<file path="src/design/lpmd_pkg.sv">
// Package for the length-prefixed message deframer.
// Types and constants shared by the result interface, front end, queue and output stage.
`default_nettype none

package lpmd_pkg;

  // Position within one length field (fields are 1 to 4 bytes long)
  localparam int unsigned IDX_W = 2;

  // Result queue between front end and output stage
  localparam int unsigned FIFO_AW    = 1;
  localparam int unsigned FIFO_DEPTH = 2 ** FIFO_AW;

  typedef enum logic [0:0] {
    OP_DATA    = 1'b0,
    OP_DISCARD = 1'b1
  } op_t;

  typedef enum logic [1:0] {
    KIND_HEADER  = 2'd0,
    KIND_PAYLOAD = 2'd1,
    KIND_EMPTY   = 2'd2,
    KIND_ABORT   = 2'd3
  } kind_t;

  typedef enum logic [1:0] {
    PH_HLEN  = 2'd0,
    PH_PLEN  = 2'd1,
    PH_HBODY = 2'd2,
    PH_PBODY = 2'd3
  } phase_t;

  typedef struct packed {
    logic [7:0] data_out;
    kind_t      kind;
    logic       last;
  } result_t;

  typedef struct packed {
    logic full;
    logic empty;
  } fifo_status_t;

endpackage

`default_nettype wire

</file>
<file path="src/design/lpmd_stream_if.sv">
// Input byte stream channel of the deframer: valid/ready plus opcode and byte.
// Depends on nothing.
`default_nettype none

interface lpmd_stream_if;
  logic       valid;
  logic       ready;
  logic       opcode;
  logic [7:0] byte_in;

  modport source (output valid, output opcode, output byte_in, input ready);
  modport sink   (input valid, input opcode, input byte_in, output ready);
endinterface

`default_nettype wire

</file>
<file path="src/design/lpmd_result_if.sv">
// Result channel of the deframer: valid/ready plus data, kind and last mark.
// Depends on lpmd_pkg.
`default_nettype none

interface lpmd_result_if;
  logic              valid;
  logic              ready;
  logic [7:0]        data_out;
  lpmd_pkg::kind_t   kind;
  logic              last;

  modport source (output valid, output data_out, output kind, output last, input ready);
  modport sink   (input valid, input data_out, input kind, input last, output ready);
endinterface

`default_nettype wire

</file>
<file path="src/design/lpmd_front.sv">
// Front end: takes stream beats, decodes the length fields and tags body bytes.
// Depends on lpmd_pkg.
`default_nettype none

module lpmd_front #(
  parameter int unsigned HEADER_LEN_BYTES  = 4,
  parameter int unsigned PAYLOAD_LEN_BYTES = 4
) (
  input  wire                     clk,
  input  wire                     rst,
  input  wire                     valid,
  output logic                    ready,
  input  wire                     opcode,
  input  wire  [7:0]              byte_in,
  input  lpmd_pkg::fifo_status_t  status,
  output logic                    push,
  output lpmd_pkg::result_t       result
);

  localparam int unsigned HLW = 8 * HEADER_LEN_BYTES;
  localparam int unsigned PLW = 8 * PAYLOAD_LEN_BYTES;
  localparam int unsigned RW  = (HLW > PLW) ? HLW : PLW;
  localparam int unsigned IW  = lpmd_pkg::IDX_W;

  lpmd_pkg::phase_t phase, phase_next;
  logic [IW-1:0]    idx, idx_next;
  logic [HLW-1:0]   header_length, header_length_next;
  logic [PLW-1:0]   payload_length, payload_length_next;
  logic [RW-1:0]    bytes_remaining, bytes_remaining_next;

  logic fire;
  logic in_progress;
  logic hlen_done;
  logic plen_done;
  logic section_end;

  assign ready       = !status.full;
  assign fire        = valid && ready;
  assign in_progress = (phase != lpmd_pkg::PH_HLEN) || (idx != '0);
  assign hlen_done   = (idx == IW'(HEADER_LEN_BYTES - 1));
  assign plen_done   = (idx == IW'(PAYLOAD_LEN_BYTES - 1));
  assign section_end = (bytes_remaining == RW'(1));

  // Length bytes land little-endian at the current field position
  always_comb begin
    header_length_next  = header_length;
    payload_length_next = payload_length;
    for (int k = 0; k < HEADER_LEN_BYTES; k++) begin
      if (idx == IW'(k)) begin
        header_length_next[8*k +: 8] = byte_in;
      end
    end
    for (int k = 0; k < PAYLOAD_LEN_BYTES; k++) begin
      if (idx == IW'(k)) begin
        payload_length_next[8*k +: 8] = byte_in;
      end
    end
  end

  // Next state
  always_comb begin
    phase_next           = phase;
    idx_next             = idx;
    bytes_remaining_next = bytes_remaining;
    if (fire) begin
      if (opcode == lpmd_pkg::OP_DISCARD) begin
        phase_next = lpmd_pkg::PH_HLEN;
        idx_next   = '0;
      end else begin
        case (phase)
          lpmd_pkg::PH_HLEN: begin
            if (hlen_done) begin
              idx_next   = '0;
              phase_next = lpmd_pkg::PH_PLEN;
            end else begin
              idx_next = idx + IW'(1);
            end
          end
          lpmd_pkg::PH_PLEN: begin
            if (plen_done) begin
              idx_next = '0;
              if (header_length != '0) begin
                phase_next           = lpmd_pkg::PH_HBODY;
                bytes_remaining_next = RW'(header_length);
              end else if (payload_length_next != '0) begin
                phase_next           = lpmd_pkg::PH_PBODY;
                bytes_remaining_next = RW'(payload_length_next);
              end else begin
                phase_next = lpmd_pkg::PH_HLEN;
              end
            end else begin
              idx_next = idx + IW'(1);
            end
          end
          lpmd_pkg::PH_HBODY: begin
            bytes_remaining_next = bytes_remaining - RW'(1);
            if (section_end) begin
              if (payload_length == '0) begin
                phase_next = lpmd_pkg::PH_HLEN;
              end else begin
                phase_next           = lpmd_pkg::PH_PBODY;
                bytes_remaining_next = RW'(payload_length);
              end
            end
          end
          lpmd_pkg::PH_PBODY: begin
            bytes_remaining_next = bytes_remaining - RW'(1);
            if (section_end) begin
              phase_next = lpmd_pkg::PH_HLEN;
            end
          end
          default: begin
            phase_next = lpmd_pkg::PH_HLEN;
          end
        endcase
      end
    end
  end

  // Result classification
  always_comb begin
    push            = 1'b0;
    result.data_out = 8'h00;
    result.kind     = lpmd_pkg::KIND_HEADER;
    result.last     = 1'b0;
    if (fire) begin
      if (opcode == lpmd_pkg::OP_DISCARD) begin
        if (in_progress) begin
          push        = 1'b1;
          result.kind = lpmd_pkg::KIND_ABORT;
          result.last = 1'b1;
        end
      end else begin
        case (phase)
          lpmd_pkg::PH_HLEN: begin
            push = 1'b0;
          end
          lpmd_pkg::PH_PLEN: begin
            if (plen_done && header_length == '0 && payload_length_next == '0) begin
              push        = 1'b1;
              result.kind = lpmd_pkg::KIND_EMPTY;
              result.last = 1'b1;
            end
          end
          lpmd_pkg::PH_HBODY: begin
            push            = 1'b1;
            result.data_out = byte_in;
            result.kind     = lpmd_pkg::KIND_HEADER;
            result.last     = section_end && (payload_length == '0);
          end
          lpmd_pkg::PH_PBODY: begin
            push            = 1'b1;
            result.data_out = byte_in;
            result.kind     = lpmd_pkg::KIND_PAYLOAD;
            result.last     = section_end;
          end
          default: begin
            push = 1'b0;
          end
        endcase
      end
    end
  end

  always_ff @(posedge clk) begin
    if (rst) begin
      phase <= lpmd_pkg::PH_HLEN;
      idx   <= '0;
    end else begin
      phase <= phase_next;
      idx   <= idx_next;
    end
  end

  // Lengths and count are always loaded before they are read
  always_ff @(posedge clk) begin
    bytes_remaining <= bytes_remaining_next;
    if (fire && opcode == lpmd_pkg::OP_DATA) begin
      if (phase == lpmd_pkg::PH_HLEN) begin
        header_length <= header_length_next;
      end
      if (phase == lpmd_pkg::PH_PLEN) begin
        payload_length <= payload_length_next;
      end
    end
  end

endmodule

`default_nettype wire

</file>
<file path="src/design/lpmd_fifo.sv">
// Short result queue between the front end and the output stage.
// Depends on lpmd_pkg.
`default_nettype none

module lpmd_fifo (
  input  wire                     clk,
  input  wire                     rst,
  input  wire                     push,
  input  lpmd_pkg::result_t       wr_data,
  input  wire                     pop,
  output lpmd_pkg::result_t       rd_data,
  output lpmd_pkg::fifo_status_t  status
);

  localparam int unsigned AW = lpmd_pkg::FIFO_AW;

  lpmd_pkg::result_t mem [lpmd_pkg::FIFO_DEPTH];
  logic [AW-1:0]     wr_ptr;
  logic [AW-1:0]     rd_ptr;
  logic [AW:0]       count;

  assign status.full  = (count == (AW+1)'(lpmd_pkg::FIFO_DEPTH));
  assign status.empty = (count == '0);
  assign rd_data      = mem[rd_ptr];

  always_ff @(posedge clk) begin
    if (push) begin
      mem[wr_ptr] <= wr_data;
    end
  end

  always_ff @(posedge clk) begin
    if (rst) begin
      wr_ptr <= '0;
      rd_ptr <= '0;
      count  <= '0;
    end else begin
      if (push) begin
        wr_ptr <= wr_ptr + AW'(1);
      end
      if (pop) begin
        rd_ptr <= rd_ptr + AW'(1);
      end
      case ({push, pop})
        2'b10:   count <= count + (AW+1)'(1);
        2'b01:   count <= count - (AW+1)'(1);
        default: count <= count;
      endcase
    end
  end

endmodule

`default_nettype wire

</file>
<file path="src/design/lpmd_back.sv">
// Output stage: registers queued results and drives the result handshake.
// Depends on lpmd_pkg.
`default_nettype none

module lpmd_back (
  input  wire                     clk,
  input  wire                     rst,
  input  lpmd_pkg::fifo_status_t  status,
  input  lpmd_pkg::result_t       rd_data,
  output logic                    pop,
  output logic                    valid,
  input  wire                     ready,
  output lpmd_pkg::result_t       result
);

  // Refill when the register is empty or its beat leaves this cycle
  assign pop = !status.empty && (!valid || ready);

  always_ff @(posedge clk) begin
    if (rst) begin
      valid <= 1'b0;
    end else if (!valid || ready) begin
      valid <= !status.empty;
    end
  end

  always_ff @(posedge clk) begin
    if (pop) begin
      result <= rd_data;
    end
  end

endmodule

`default_nettype wire

</file>
<file path="src/design/length_prefixed_message_deframer_core.sv">
// Length-prefixed message deframer. Takes one stream beat per clock unless its queue is full:
// each message is a little-endian header length (HEADER_LEN_BYTES bytes), a little-endian
// payload length (PAYLOAD_LEN_BYTES bytes), then the header and payload bodies. Body bytes
// come out tagged header or payload, last marking the final byte; an all-zero length pair
// gives one empty result, and a discard beat during a partial message gives one abort result.
// Sustained rate is one beat per clock in both directions while the result side keeps up; a
// result is written into a two-entry queue by the front-end decode when its beat is taken,
// then moved into the output register.
// stream.ready falls only when that queue is full, i.e. after the result side has stalled.
`default_nettype none

module length_prefixed_message_deframer_core #(
  parameter int unsigned HEADER_LEN_BYTES  = 4,
  parameter int unsigned PAYLOAD_LEN_BYTES = 4
) (
  input  wire            clk,
  input  wire            rst,
  lpmd_stream_if.sink    stream,
  lpmd_result_if.source  result
);

  lpmd_pkg::fifo_status_t status;
  lpmd_pkg::result_t      front_result;
  lpmd_pkg::result_t      queue_head;
  lpmd_pkg::result_t      out_result;
  logic                   push;
  logic                   pop;
  logic                   out_valid;

  lpmd_front #(
    .HEADER_LEN_BYTES  (HEADER_LEN_BYTES),
    .PAYLOAD_LEN_BYTES (PAYLOAD_LEN_BYTES)
  ) u_front (
    .clk     (clk),
    .rst     (rst),
    .valid   (stream.valid),
    .ready   (stream.ready),
    .opcode  (stream.opcode),
    .byte_in (stream.byte_in),
    .status  (status),
    .push    (push),
    .result  (front_result)
  );

  lpmd_fifo u_fifo (
    .clk     (clk),
    .rst     (rst),
    .push    (push),
    .wr_data (front_result),
    .pop     (pop),
    .rd_data (queue_head),
    .status  (status)
  );

  lpmd_back u_back (
    .clk     (clk),
    .rst     (rst),
    .status  (status),
    .rd_data (queue_head),
    .pop     (pop),
    .valid   (out_valid),
    .ready   (result.ready),
    .result  (out_result)
  );

  assign result.valid    = out_valid;
  assign result.data_out = out_result.data_out;
  assign result.kind     = out_result.kind;
  assign result.last     = out_result.last;

  a_no_push_when_full: assert property (@(posedge clk) disable iff (rst)
    !(push && status.full))
    else $error("result pushed into full queue");

  a_push_fills_queue: assert property (@(posedge clk) disable iff (rst)
    push |=> !status.empty)
    else $error("queue empty after push");

  a_marker_results: assert property (@(posedge clk) disable iff (rst)
    out_valid && (out_result.kind == lpmd_pkg::KIND_EMPTY ||
                  out_result.kind == lpmd_pkg::KIND_ABORT)
      |-> (out_result.data_out == 8'h00) && out_result.last)
    else $error("empty or abort result with data or without last");

  a_no_pop_when_empty: assert property (@(posedge clk) disable iff (rst)
    pop |-> !status.empty)
    else $error("pop from empty queue");

endmodule

`default_nettype wire

</file>
<file path="src/flat_wrapper.sv">
// flat-port wrapper written by rule: the top's interface ports become plain ports
module length_prefixed_message_deframer_core_flat 
#(
  parameter int unsigned HEADER_LEN_BYTES  = 4,
  parameter int unsigned PAYLOAD_LEN_BYTES = 4
)
  (clk, rst, stream_valid, stream_opcode, stream_byte_in, stream_ready, result_valid, result_data_out, result_kind, result_last, result_ready);
  lpmd_stream_if stream_i ();
  lpmd_result_if result_i ();
  input  wire clk;
  input  wire rst;
  input wire logic [$bits(stream_i.valid)-1:0] stream_valid;
  input wire logic [$bits(stream_i.opcode)-1:0] stream_opcode;
  input wire logic [$bits(stream_i.byte_in)-1:0] stream_byte_in;
  output wire logic [$bits(stream_i.ready)-1:0] stream_ready;
  output wire logic [$bits(result_i.valid)-1:0] result_valid;
  output wire logic [$bits(result_i.data_out)-1:0] result_data_out;
  output wire logic [$bits(result_i.kind)-1:0] result_kind;
  output wire logic [$bits(result_i.last)-1:0] result_last;
  input wire logic [$bits(result_i.ready)-1:0] result_ready;
  assign stream_i.valid = stream_valid;
  assign stream_i.opcode = stream_opcode;
  assign stream_i.byte_in = stream_byte_in;
  assign stream_ready = stream_i.ready;
  assign result_valid = result_i.valid;
  assign result_data_out = result_i.data_out;
  assign result_kind = result_i.kind;
  assign result_last = result_i.last;
  assign result_i.ready = result_ready;
  length_prefixed_message_deframer_core #(.HEADER_LEN_BYTES(HEADER_LEN_BYTES), .PAYLOAD_LEN_BYTES(PAYLOAD_LEN_BYTES)) u_core (.clk(clk), .rst(rst), .stream(stream_i), .result(result_i));
endmodule
</file>
<file path="config.mk">
export PLATFORM = sky130hd
export DESIGN_NAME = length_prefixed_message_deframer_core_flat
export DESIGN_NICKNAME = d
export VERILOG_FILES = /design/src/design/lpmd_pkg.sv /design/src/design/lpmd_stream_if.sv /design/src/design/lpmd_result_if.sv /design/src/design/lpmd_front.sv /design/src/design/lpmd_fifo.sv /design/src/design/lpmd_back.sv /design/src/design/length_prefixed_message_deframer_core.sv /design/src/flat_wrapper.sv
export SDC_FILE = /design/constraint.sdc
export NUM_CORES = 1
export LEC_CHECK = 0
export BUFFER_PORTS_ARGS = -buffer_cell sky130_fd_sc_hd__buf_2
export CAP_MARGIN = 20
export CORE_MARGIN = 2
export CORE_UTILIZATION = 50
export DETAILED_ROUTE_END_ITERATION = 12
export GPL_TIMING_DRIVEN = 0
export PLACE_DENSITY = 0.67
export SYNTH_ARGS = -nofsm -noshare
export SYNTH_HDL_FRONTEND = slang
export SYNTH_SLANG_ARGS = --single-unit
</file>
<file path="constraint.sdc">
create_clock -name clk -period 9.6 [get_ports clk]
set_clock_uncertainty 0.1 [all_clocks]
set_input_delay 0.96 -clock clk [delete_from_list [all_inputs] [get_ports clk]]
set_output_delay 0.96 -clock clk [all_outputs]
set_load 0.005 [all_outputs]
</file>
Word level (Yosys, flattened, before mapping)
Memory sizes are Yosys's and may differ from the RTL's. A register that Yosys moved wholly into a read port is not among the register bits. Index checks and enable logic that the tools add are counted.

Register bits after elaboration: 105. RAM bits: 22. Input port bits: 13. Output and inout bits: 13. Memories: 1.

Add/sub/neg operators: 6. Eq/ne operators: 16. Mux-type cells: 37. Bitwise gates (word level): 1. Reduce and logical (&&, ||, !) cells: 34.

Memory list: u_core.u_fifo.mem (words 2, width 11, read ports 1, clocked after Yosys merged registers in 1, wr ports 1, line lpmd_fifo.sv:17) `lpmd_pkg::result_t mem [lpmd_pkg::FIFO_DEPTH];`.

Operators by type and width (count): $mux 32 (5); $logic_not 32->1 (3); $pmux 32 s3 (1); $reduce_bool 32->1 (2); $mux 8 (6); $eq 32x1->1 const B (1); $sub 32x1->32 const B (1); $mux 2 (11); $ne 3x3->1 const B (5); $eq 2x2->1 const B (6); $reduce_and 3->1 (4); $mux 11 (1); $reduce_and 5->1 (2); $mux 3 (3); $pmux 3 s3 (1); $pmux 2 s4 (1); $reduce_bool 2->1 (4); $eq 2x1->1 const B (3); $logic_and 1x1->1 (6); $logic_not 2->1 (3); $mux 1 (6); $add 2x1->2 const B (2); $pmux 2 s2 (1); $reduce_and 2->1 (2); 9 further kinds (14).

Longest topological paths before layout
Gate-level depths: netlist (run 1).

Depth after elaboration: 10. Gate-level depth with buffers: 12.

Cells and area by module
Synthesis (run 1) repeated with hierarchy kept, for this count alone.

Cell total of the unflattened synthesis: 550. Area total of the unflattened synthesis: 6867.8 µm².

Modules (own cells, without submodules): lpmd_front (times used 1, cells an instance 479, area an instance 5486.5 µm², sequential area each 2962.8 µm²); lpmd_fifo (times used 1, cells an instance 56, area an instance 994.7 µm², sequential area each 760.7 µm²); lpmd_back (times used 1, cells an instance 15, area an instance 386.6 µm², sequential area each 350.3 µm²).

Worst setup path before layout (run 1)
Ideal clock, no wire load.

Path kind: input to register. Start point: input stream_opcode. End point: register u_core.u_front.payload_length[0], enable pin. Library setup time: 0.461 ns. Arrival: 3.581 ns. Setup slack: 5.458 ns. Stages on the path: 3. Buffers on the path: 1. Cell sequence: clkbuf_1 nand2b_1 nor3_1.

Word-level cells in the longest chain between the ends: 3.

RTL lines: from (decl) (line flat_wrapper.sv:13) `input wire logic [$bits(stream_i.opcode)-1:0] stream_opcode;`; $not 1->1 (line lpmd_front.sv:178) `if (fire && opcode == lpmd_pkg::OP_DATA) begin`; $logic_and 1x1->1 (line lpmd_front.sv:178); $reduce_and 2->1 (no line); to (signal assigned) (line lpmd_front.sv:183) `payload_length <= payload_length_next;`; to (decl) (line lpmd_front.sv:28) `logic [PLW-1:0] payload_length, payload_length_next;`.

No other way between the ends. A chain may end at the register's enable or synchronous reset.

Worst setup path after layout (run 1)
Start point: register u_core.u_front.idx[0]. End point: memory u_core.u_fifo.mem[1][4] in the netlist's numbering, enable pin.

Word-level cells in the longest chain between the ends: 10.

RTL lines: from (decl) (line lpmd_front.sv:26) `logic [IW-1:0] idx, idx_next;`; from (signal assigned) (line lpmd_front.sv:171) `idx <= idx_next;`; $eq 2x1->1, or another cell as far along (line lpmd_front.sv:54) `if (idx == IW'(k)) begin`; $mux 8 (line lpmd_front.sv:54); $logic_not 32->1 (line lpmd_front.sv:139) `if (plen_done && header_length == '0 && payload_length_next == '0) begin`; $logic_and 1x1->1 (line lpmd_front.sv:139); $mux 1 (line lpmd_front.sv:139); $pmux 1 s3 (line lpmd_front.sv:134) `case (phase)`; $mux 1 (*) (line lpmd_front.sv:127) `if (opcode == lpmd_pkg::OP_DISCARD) begin`; $mux 1 (*) (line lpmd_front.sv:126) `if (fire) begin`; $mux 1 (*) (line lpmd_fifo.sv:27) `if (push) begin`; $mux 1 (implied by the code) (*) (line lpmd_fifo.sv:28) `mem[wr_ptr] <= wr_data;`; to (decl) (line lpmd_fifo.sv:17).

Every way passes the cells marked *; elsewhere a longest branch is shown, timed or not.

==> results of run 1 <==
layout make-up:
cell class	instances	share of cell area
Sequential cell	138	0.523
Multi-Input combinational cell	365	0.331
Timing Repair Buffer	29	0.0231
Inverter	11	0.00532
Clock buffer	17	0.0549
Buffer	25	0.0148
Clock inverter	15	0.0194
Tap cell	176	0.0284
layer usage:
layer | up-vias | global-route usage
met5 | - | 0
li1 | 2216 | -
met1 | 2313 | 0.308
met4 | 0 | 0.105
met3 | 46 | 0.0552
met2 | 208 | 0.377
stage by stage:
stage          setup WS (ps)   util  hold slack (ps)  std cells
4_1_cts                 5970  0.586              418        776
6_report                5900  0.586              414        776
2_1_floorplan           5460      -              385        539
5_1_grt                 5770  0.586              458        776
3_5_place_dp            5710  0.542              394        744
3_3_place_gp            4330  0.537              397        740
flip-flops by register name (all words and copies together), names as in the netlist:
name	count
u_core.u_fifo.rd_ptr	1
u_core.u_fifo.mem	22
u_core.u_front.idx	2
u_core.u_front.phase	2
u_core.u_fifo.count	2
u_core.u_back.result	11
u_core.u_front.header_length	32
u_core.u_front.payload_length	32
u_core.u_front.bytes_remaining	32
u_core.u_back.valid	1
u_core.u_fifo.wr_ptr	1
cells by family after synthesis:
kind of cell / count (synthesis) / share of synthesized area
AOI/OAI and AO/OA: 113 / 0.116
xor gates and xnor gates: 30 / 0.0388
adders and majority gates: 11 / 0.0203
buffers and inverters: 36 / 0.0231
DFF: 138 / 0.599
muxes: 40 / 0.0666
and+or+nand+nor: 171 / 0.136
worst min-delay path by stage:
stage | from | end | slack (ps)
floorplan | u_core.u_fifo.count[1] | u_core.u_fifo.count[1] | 380
global placement | u_core.u_back.valid | u_core.u_back.valid | 400
detailed placement | u_core.u_back.valid | u_core.u_back.valid | 390
CTS | u_core.u_back.valid | u_core.u_back.valid | 420
global route | u_core.u_back.valid | u_core.u_back.valid | 460
finish | u_core.u_back.valid | u_core.u_back.valid | 410
power by group through the flow:
stage	sequential (mW)	clock, mW	combinational, mW
4_1_cts	0.714	0.635	0.152
3_3_place_gp	0.726	0	0.146
3_5_place_dp	0.726	0	0.151
6_report	0.715	0.629	0.151
2_1_floorplan	0.725	0	0.0973
5_1_grt	0.718	0.659	0.167
layout by cell type, fill, tap and decap left out, types with 3 or more instances in the layout:
cell	instances
a221o_1	21
or4_1	6
a21oi_1	44
clkbuf_16	17
nor4_1	24
clkbuf_1	18
nand2_1	16
nor2_1	54
mux2_2	40
buf_2	27
o31ai_1	4
nor4_2	3
edfxtp_1	129
inv_1	11
nand3_1	7
a2bb2oi_1	8
nor3_1	18
o21ai_0	16
buf_6	5
inv_6	7
dfxtp_1	9
nand2b_1	8
nand4_1	7
and3_1	11
ha_1	11
xor2_1	21
inv_8	3
xnor2_1	9
worst max-delay path: cells and delay by family (launching register included):
| family | cells | cell delay, ps |
|---|---|---|
| buf+inv | 2 | 420 |
| compound gates | 1 | 280 |
| fa+ha+maj | 1 | 240 |
| simple gates | 5 | 1790 |
| flops | 1 | 470 |
==> results by group, run 1 <==
Status
  – Outcome: completed

Drt
  – Vias per inst: 6.16
  – Met2 routed WL: 7.50 mm
  – Via count: 4783
  – Post-route DRC: 0
  – Initial DRC Count: 397
  – Post-route ant nets: 0
  – Drt pass-1 iters: 5
  – Total wire length: 16.3 mm
  – WL per Instance: 21.0 µm
  – Met1 wire length: 7.12 mm
  – Highest routed layer: met4
  – Met3 WL: 1.11 mm

Clock tree
  – Setup repair bufs after CTS: 0
  – Root Driver: clkbuf_16
  – Clock Latency Late Sink: 430 ps
  – Resized Gates After CTS: 0
  – CTS Buffer Depth: 2
  – Sink Count: 138
  – Number of CTS-inserted buffers: 17
  – Clk slew on worst S/H paths: 60 ps
  – Max H-tree Level: 4
  – CTS tree: built
  – Count of hold-fix buffers inserted at cts: 0

Layout
  – Register area: 4050 µm²
  – Area growth syn-to-layout: 14.7%
  – Post-route design area: 7750 µm²
  – Fillers: 1071
  – Nets: 611
  – Antenna cells: 0
  – Layout cell share with drive strength beyond 1: 0.198
  – Multi-input logic area: 2570 µm²

Worst setup path
  – FF-to-FF setup slack: 5900 ps
  – Critical path endpoint: u_core.u_fifo.mem[1][4]
  – CP max stage cell: nor2_1
  – Reg-to-Reg Start: u_core.u_front.idx[0]
  – Crit. End Element: flop
  – WP data required: 9550 ps
  – Critical Path Source: u_core.u_front.idx[0]
  – CP max FO: 11
  – Worst Path Arrival: 3640 ps
  – Delay of the slowest critical-path stage: 750 ps
  – Cell mode on critical path: nand4_1
  – CP Launch Type: flop
  – Crit path cell chain: inv_1 -> ha_1 -> clkbuf_1 -> nand2_1 -> nand4_1 -> nor4_1 -> nand4_1 -> a21bo_2 -> nor2_1
  – Critical path type: flop to flop
  – Worst R2R Path Depth: 9
  – Reg-to-Reg End: u_core.u_fifo.mem[1][4]

STA
  – Worst slew pin tran: 991 ps
  – Setup TNS: 0 ps
  – Period utilization: 0.385
  – Final hold violations: 0
  – Final setup viols: 0
  – Pins over their slew limit: 0
  – FMAX: 0.271 GHz
  – RSZ-0062 raised after global routing: false
  – Final min period: 3700 ps
  – Rel. slew slack: 0.337

Pwr
  – Sequential power share: 0.478
  – Pwr Density: 193 nW/µm²
  – Leakage: 2.61 nW
  – Max VDD drop: 121 µV
  – Clock network power share: 0.421
  – Overall power: 1.49 mW
  – NetSw: 0.389 mW
  – Share of total power in combinational logic: 0.101
  – Internal: 1.11 mW
  – Sw Share: 0.260

Synthesis
  – #FFs+latches synth: 138
  – FFs w/ async S/R, synth: 0
  – Synth Cell Area: 6760 µm²
  – Yosys top cell area share: 0.573
  – Dominant synthesized flop cell: edfxtp_1
  – Post-synth top cells: edfxtp_1 (129), nor2_1 (54), a21oi_1 (45), mux2_2 (40), nor4_1 (24)
  – Post-synth cell types: 53
  – Register area share after synthesis: 0.599
  – Mapped Cells: 539
  – Syn_area_per_cell: 12.5 µm²
  – Synthesized net count: 563
  – Synth warnings: 0
  – Post-synth EDFFs: 129
  – Most frequent cell after synthesis: edfxtp_1
  – Area contributors post-synth: edfxtp_1 (57%), mux2_2 (6.7%), a21oi_1 (3.3%)
  – Area leader, netlist: edfxtp_1

Die
  – Placement Rows: 42
  – Chip width: 120 µm
  – Die Area: 14500 µm²
  – Initial Utilization: 0.511
  – Die height: 120 µm
  – I/O pin count: 26
  – Core Region: 13200 µm²

Placed design
  – GP Congestion: 0.918
  – DP Area: 7180 µm²
  – Detail Placement HPWL: 11.5 mm
  – PortBufs: 25

Min path
  – Worst hold path type: flop to flop
  – WHS Path Cells: 2

Global routing
  – GRT Total Usage: 0.236
  – Gr ovfl total: 0
  – Initial antenna violation count: 0
  – Pin count of the biggest net entering global routing: 33
  – Vias in the first global route: 4758
  – First-pass GRT wire length: 25.5 mm

Job
  – Max-Cap Viols: 0
(Power assumes the default switching activity.)
==> inputs of run 2 (changes only) <==
clock period = 3.78 ns   (was 9.6 ns; I/O delays follow)
==> run 2 against run 1 <==
Effect of this change: critical path depth rose by 2; register-to-register slack lost 5500 ps; fmax up 8.9%; die area is the same; clock power grew to 2.5 times the previous value; sequential share of layout area is essentially flat; critical path type unchanged; critical endpoint is now u_core.u_fifo.count[1]; highest routed layer unchanged.
==> results by group, run 2 (synthesized netlist as in run 1, its figures left out) <==
Min path
  – Worst hold path type: input port to flop

Clock tree
  – Clk slew on worst S/H paths: 60 ps
  – Root Driver: clkbuf_16
  – Max H-tree Level: 4
  – Clock Latency Late Sink: 430 ps
  – Number of CTS-inserted buffers: 17
  – Sink Count: 138
  – CTS tree: built
  – CTS Buffer Depth: 2

Layout
  – Commonest non-fill, non-tap cell in the layout: edfxtp_1
  – Largest regs: u_core.u_front.bytes_remaining: 32 flops, u_core.u_front.header_length: 32 flops, u_core.u_front.payload_length: 32 flops
  – Layout cell share with drive strength beyond 1: 0.202
  – Non-Filler Instances: 776
  – Most frequent cells in the layout: edfxtp_1 (129), nor2_1 (52), a21oi_1 (44), mux2_2 (40), buf_2 (27)
  – Nets: 611
  – Area growth syn-to-layout: 14.7%
  – Antenna cells: 0
  – Core Util, Final: 0.586
  – Fillers: 1072
  – Post-route design area: 7760 µm²

Die
  – Initial Utilization: 0.511
  – Die height: 120 µm
  – Chip width: 120 µm
  – Core Region: 13200 µm²
  – Die Area: 14500 µm²
  – Placement Rows: 42
  – I/O pin count: 26

STA
  – Setup TNS: 0 ps
  – Period utilization: 0.898
  – Final min period: 3390 ps
  – Final Worst Setup Slack: 385 ps
  – Pins over their slew limit: 0
  – Final hold violations: 0
  – Rel. slew slack: 0.501
  – Final hold slack: 149 ps
  – RSZ-0062 raised after global routing: false
  – Worst slew pin tran: 745 ps
  – FMAX: 0.295 GHz
  – Final setup viols: 0

Worst setup path
  – Worst Path Buf+Inv: 2
  – Worst Path Arrival: 3650 ps
  – WP data required: 4040 ps
  – Critical path type: flop to flop
  – CP max stage cell: nor4_1
  – Crit. End Element: flop
  – CP max FO: 10
  – Crit path cell chain: inv_1 -> ha_1 -> clkbuf_1 -> nand2_1 -> nand4_1 -> nor4_1 -> nand4_1 -> a21bo_2 -> ha_1 -> or3_1 -> a21oi_1
  – Delay of the slowest critical-path stage: 520 ps
  – CP Launch Type: flop
  – CP delay by family, top: simple AND/OR/NAND/NOR gates

Drt
  – Initial DRC Count: 415
  – Vias per inst: 6.14
  – Post-route ant nets: 0
  – Drt pass-1 iters: 5
  – Total wire length: 16.2 mm
  – WL per Instance: 20.9 µm
  – Via count: 4766
  – Post-route DRC: 0

Pwr
  – Pwr Density: 489 nW/µm²
  – Overall power: 3.79 mW
  – Leakage: 2.61 nW
  – Max VDD drop: 307 µV

Global routing
  – Vias in the first global route: 4757
  – Pin count of the biggest net entering global routing: 33
  – GRT Total Usage: 0.236
  – First-pass GRT wire length: 25.4 mm
  – Gr ovfl total: 0
  – Initial antenna violation count: 0

Placed design
  – Placed insts: 744
  – Dpl ws: 149 ps
  – PortBufs: 25
  – GP Congestion: 0.918
  – DP Area: 7180 µm²
  – Detail Placement HPWL: 11.5 mm

Job
  – Max-Cap Viols: 0

Status
  – Outcome: completed
==> run 2: per-layer routing <==
metal  GRT usage  routed length, µm  up-vias
met5           0                  0        -
li1            -                  -     2219
met3      0.0552               1100       55
met1       0.307               7020     2279
met4       0.107                614        0
met2       0.376               7490      213
==> run 2: cell type report <==
type	instances	area, µm²	area share
clock buffer	17	425	0.0548
tap	176	220	0.0284
inverter	11	41.3	0.00532
buffer	25	115	0.0148
clock inverter	15	150	0.0193
sequential	138	4050	0.522
timing repair buffer	29	179	0.0231
multi-input combinational	365	2570	0.332
==> run 2: path summary, 6_finish.rpt <==
| path | from | to | slack (ps) | cells past startpoint |
|---|---|---|---|---|
| setup reg to reg | u_core.u_front.idx[0] | u_core.u_fifo.count[1] | 390 | 11 |
| hold / removal | result_ready | u_core.u_back.valid | 150 | 3 |
| setup / recovery | u_core.u_front.idx[0] | u_core.u_fifo.count[1] | 390 | 11 |
| hold reg to reg | u_core.u_back.valid | u_core.u_back.valid | 410 | 2 |
==> run 2: report_power, final <==
group | switching, mW | internal, mW | total (mW)
registers | 0.0442 | 1.77 | 1.81
logic | 0.224 | 0.160 | 0.384
clock network | 0.718 | 0.877 | 1.59
==> run 2: worst min-delay path: stages <==
cell and delay (ps):
buf_2 70, nand2b_1 110, a21oi_1 60
==> run 2: what timing repair did <==
item | CTS | global route
buffers inserted | 0 | 0
setup endpoints to repair | 0 | 22
hold buffers | 0 | 0
gates resized for setup | 0 | 2
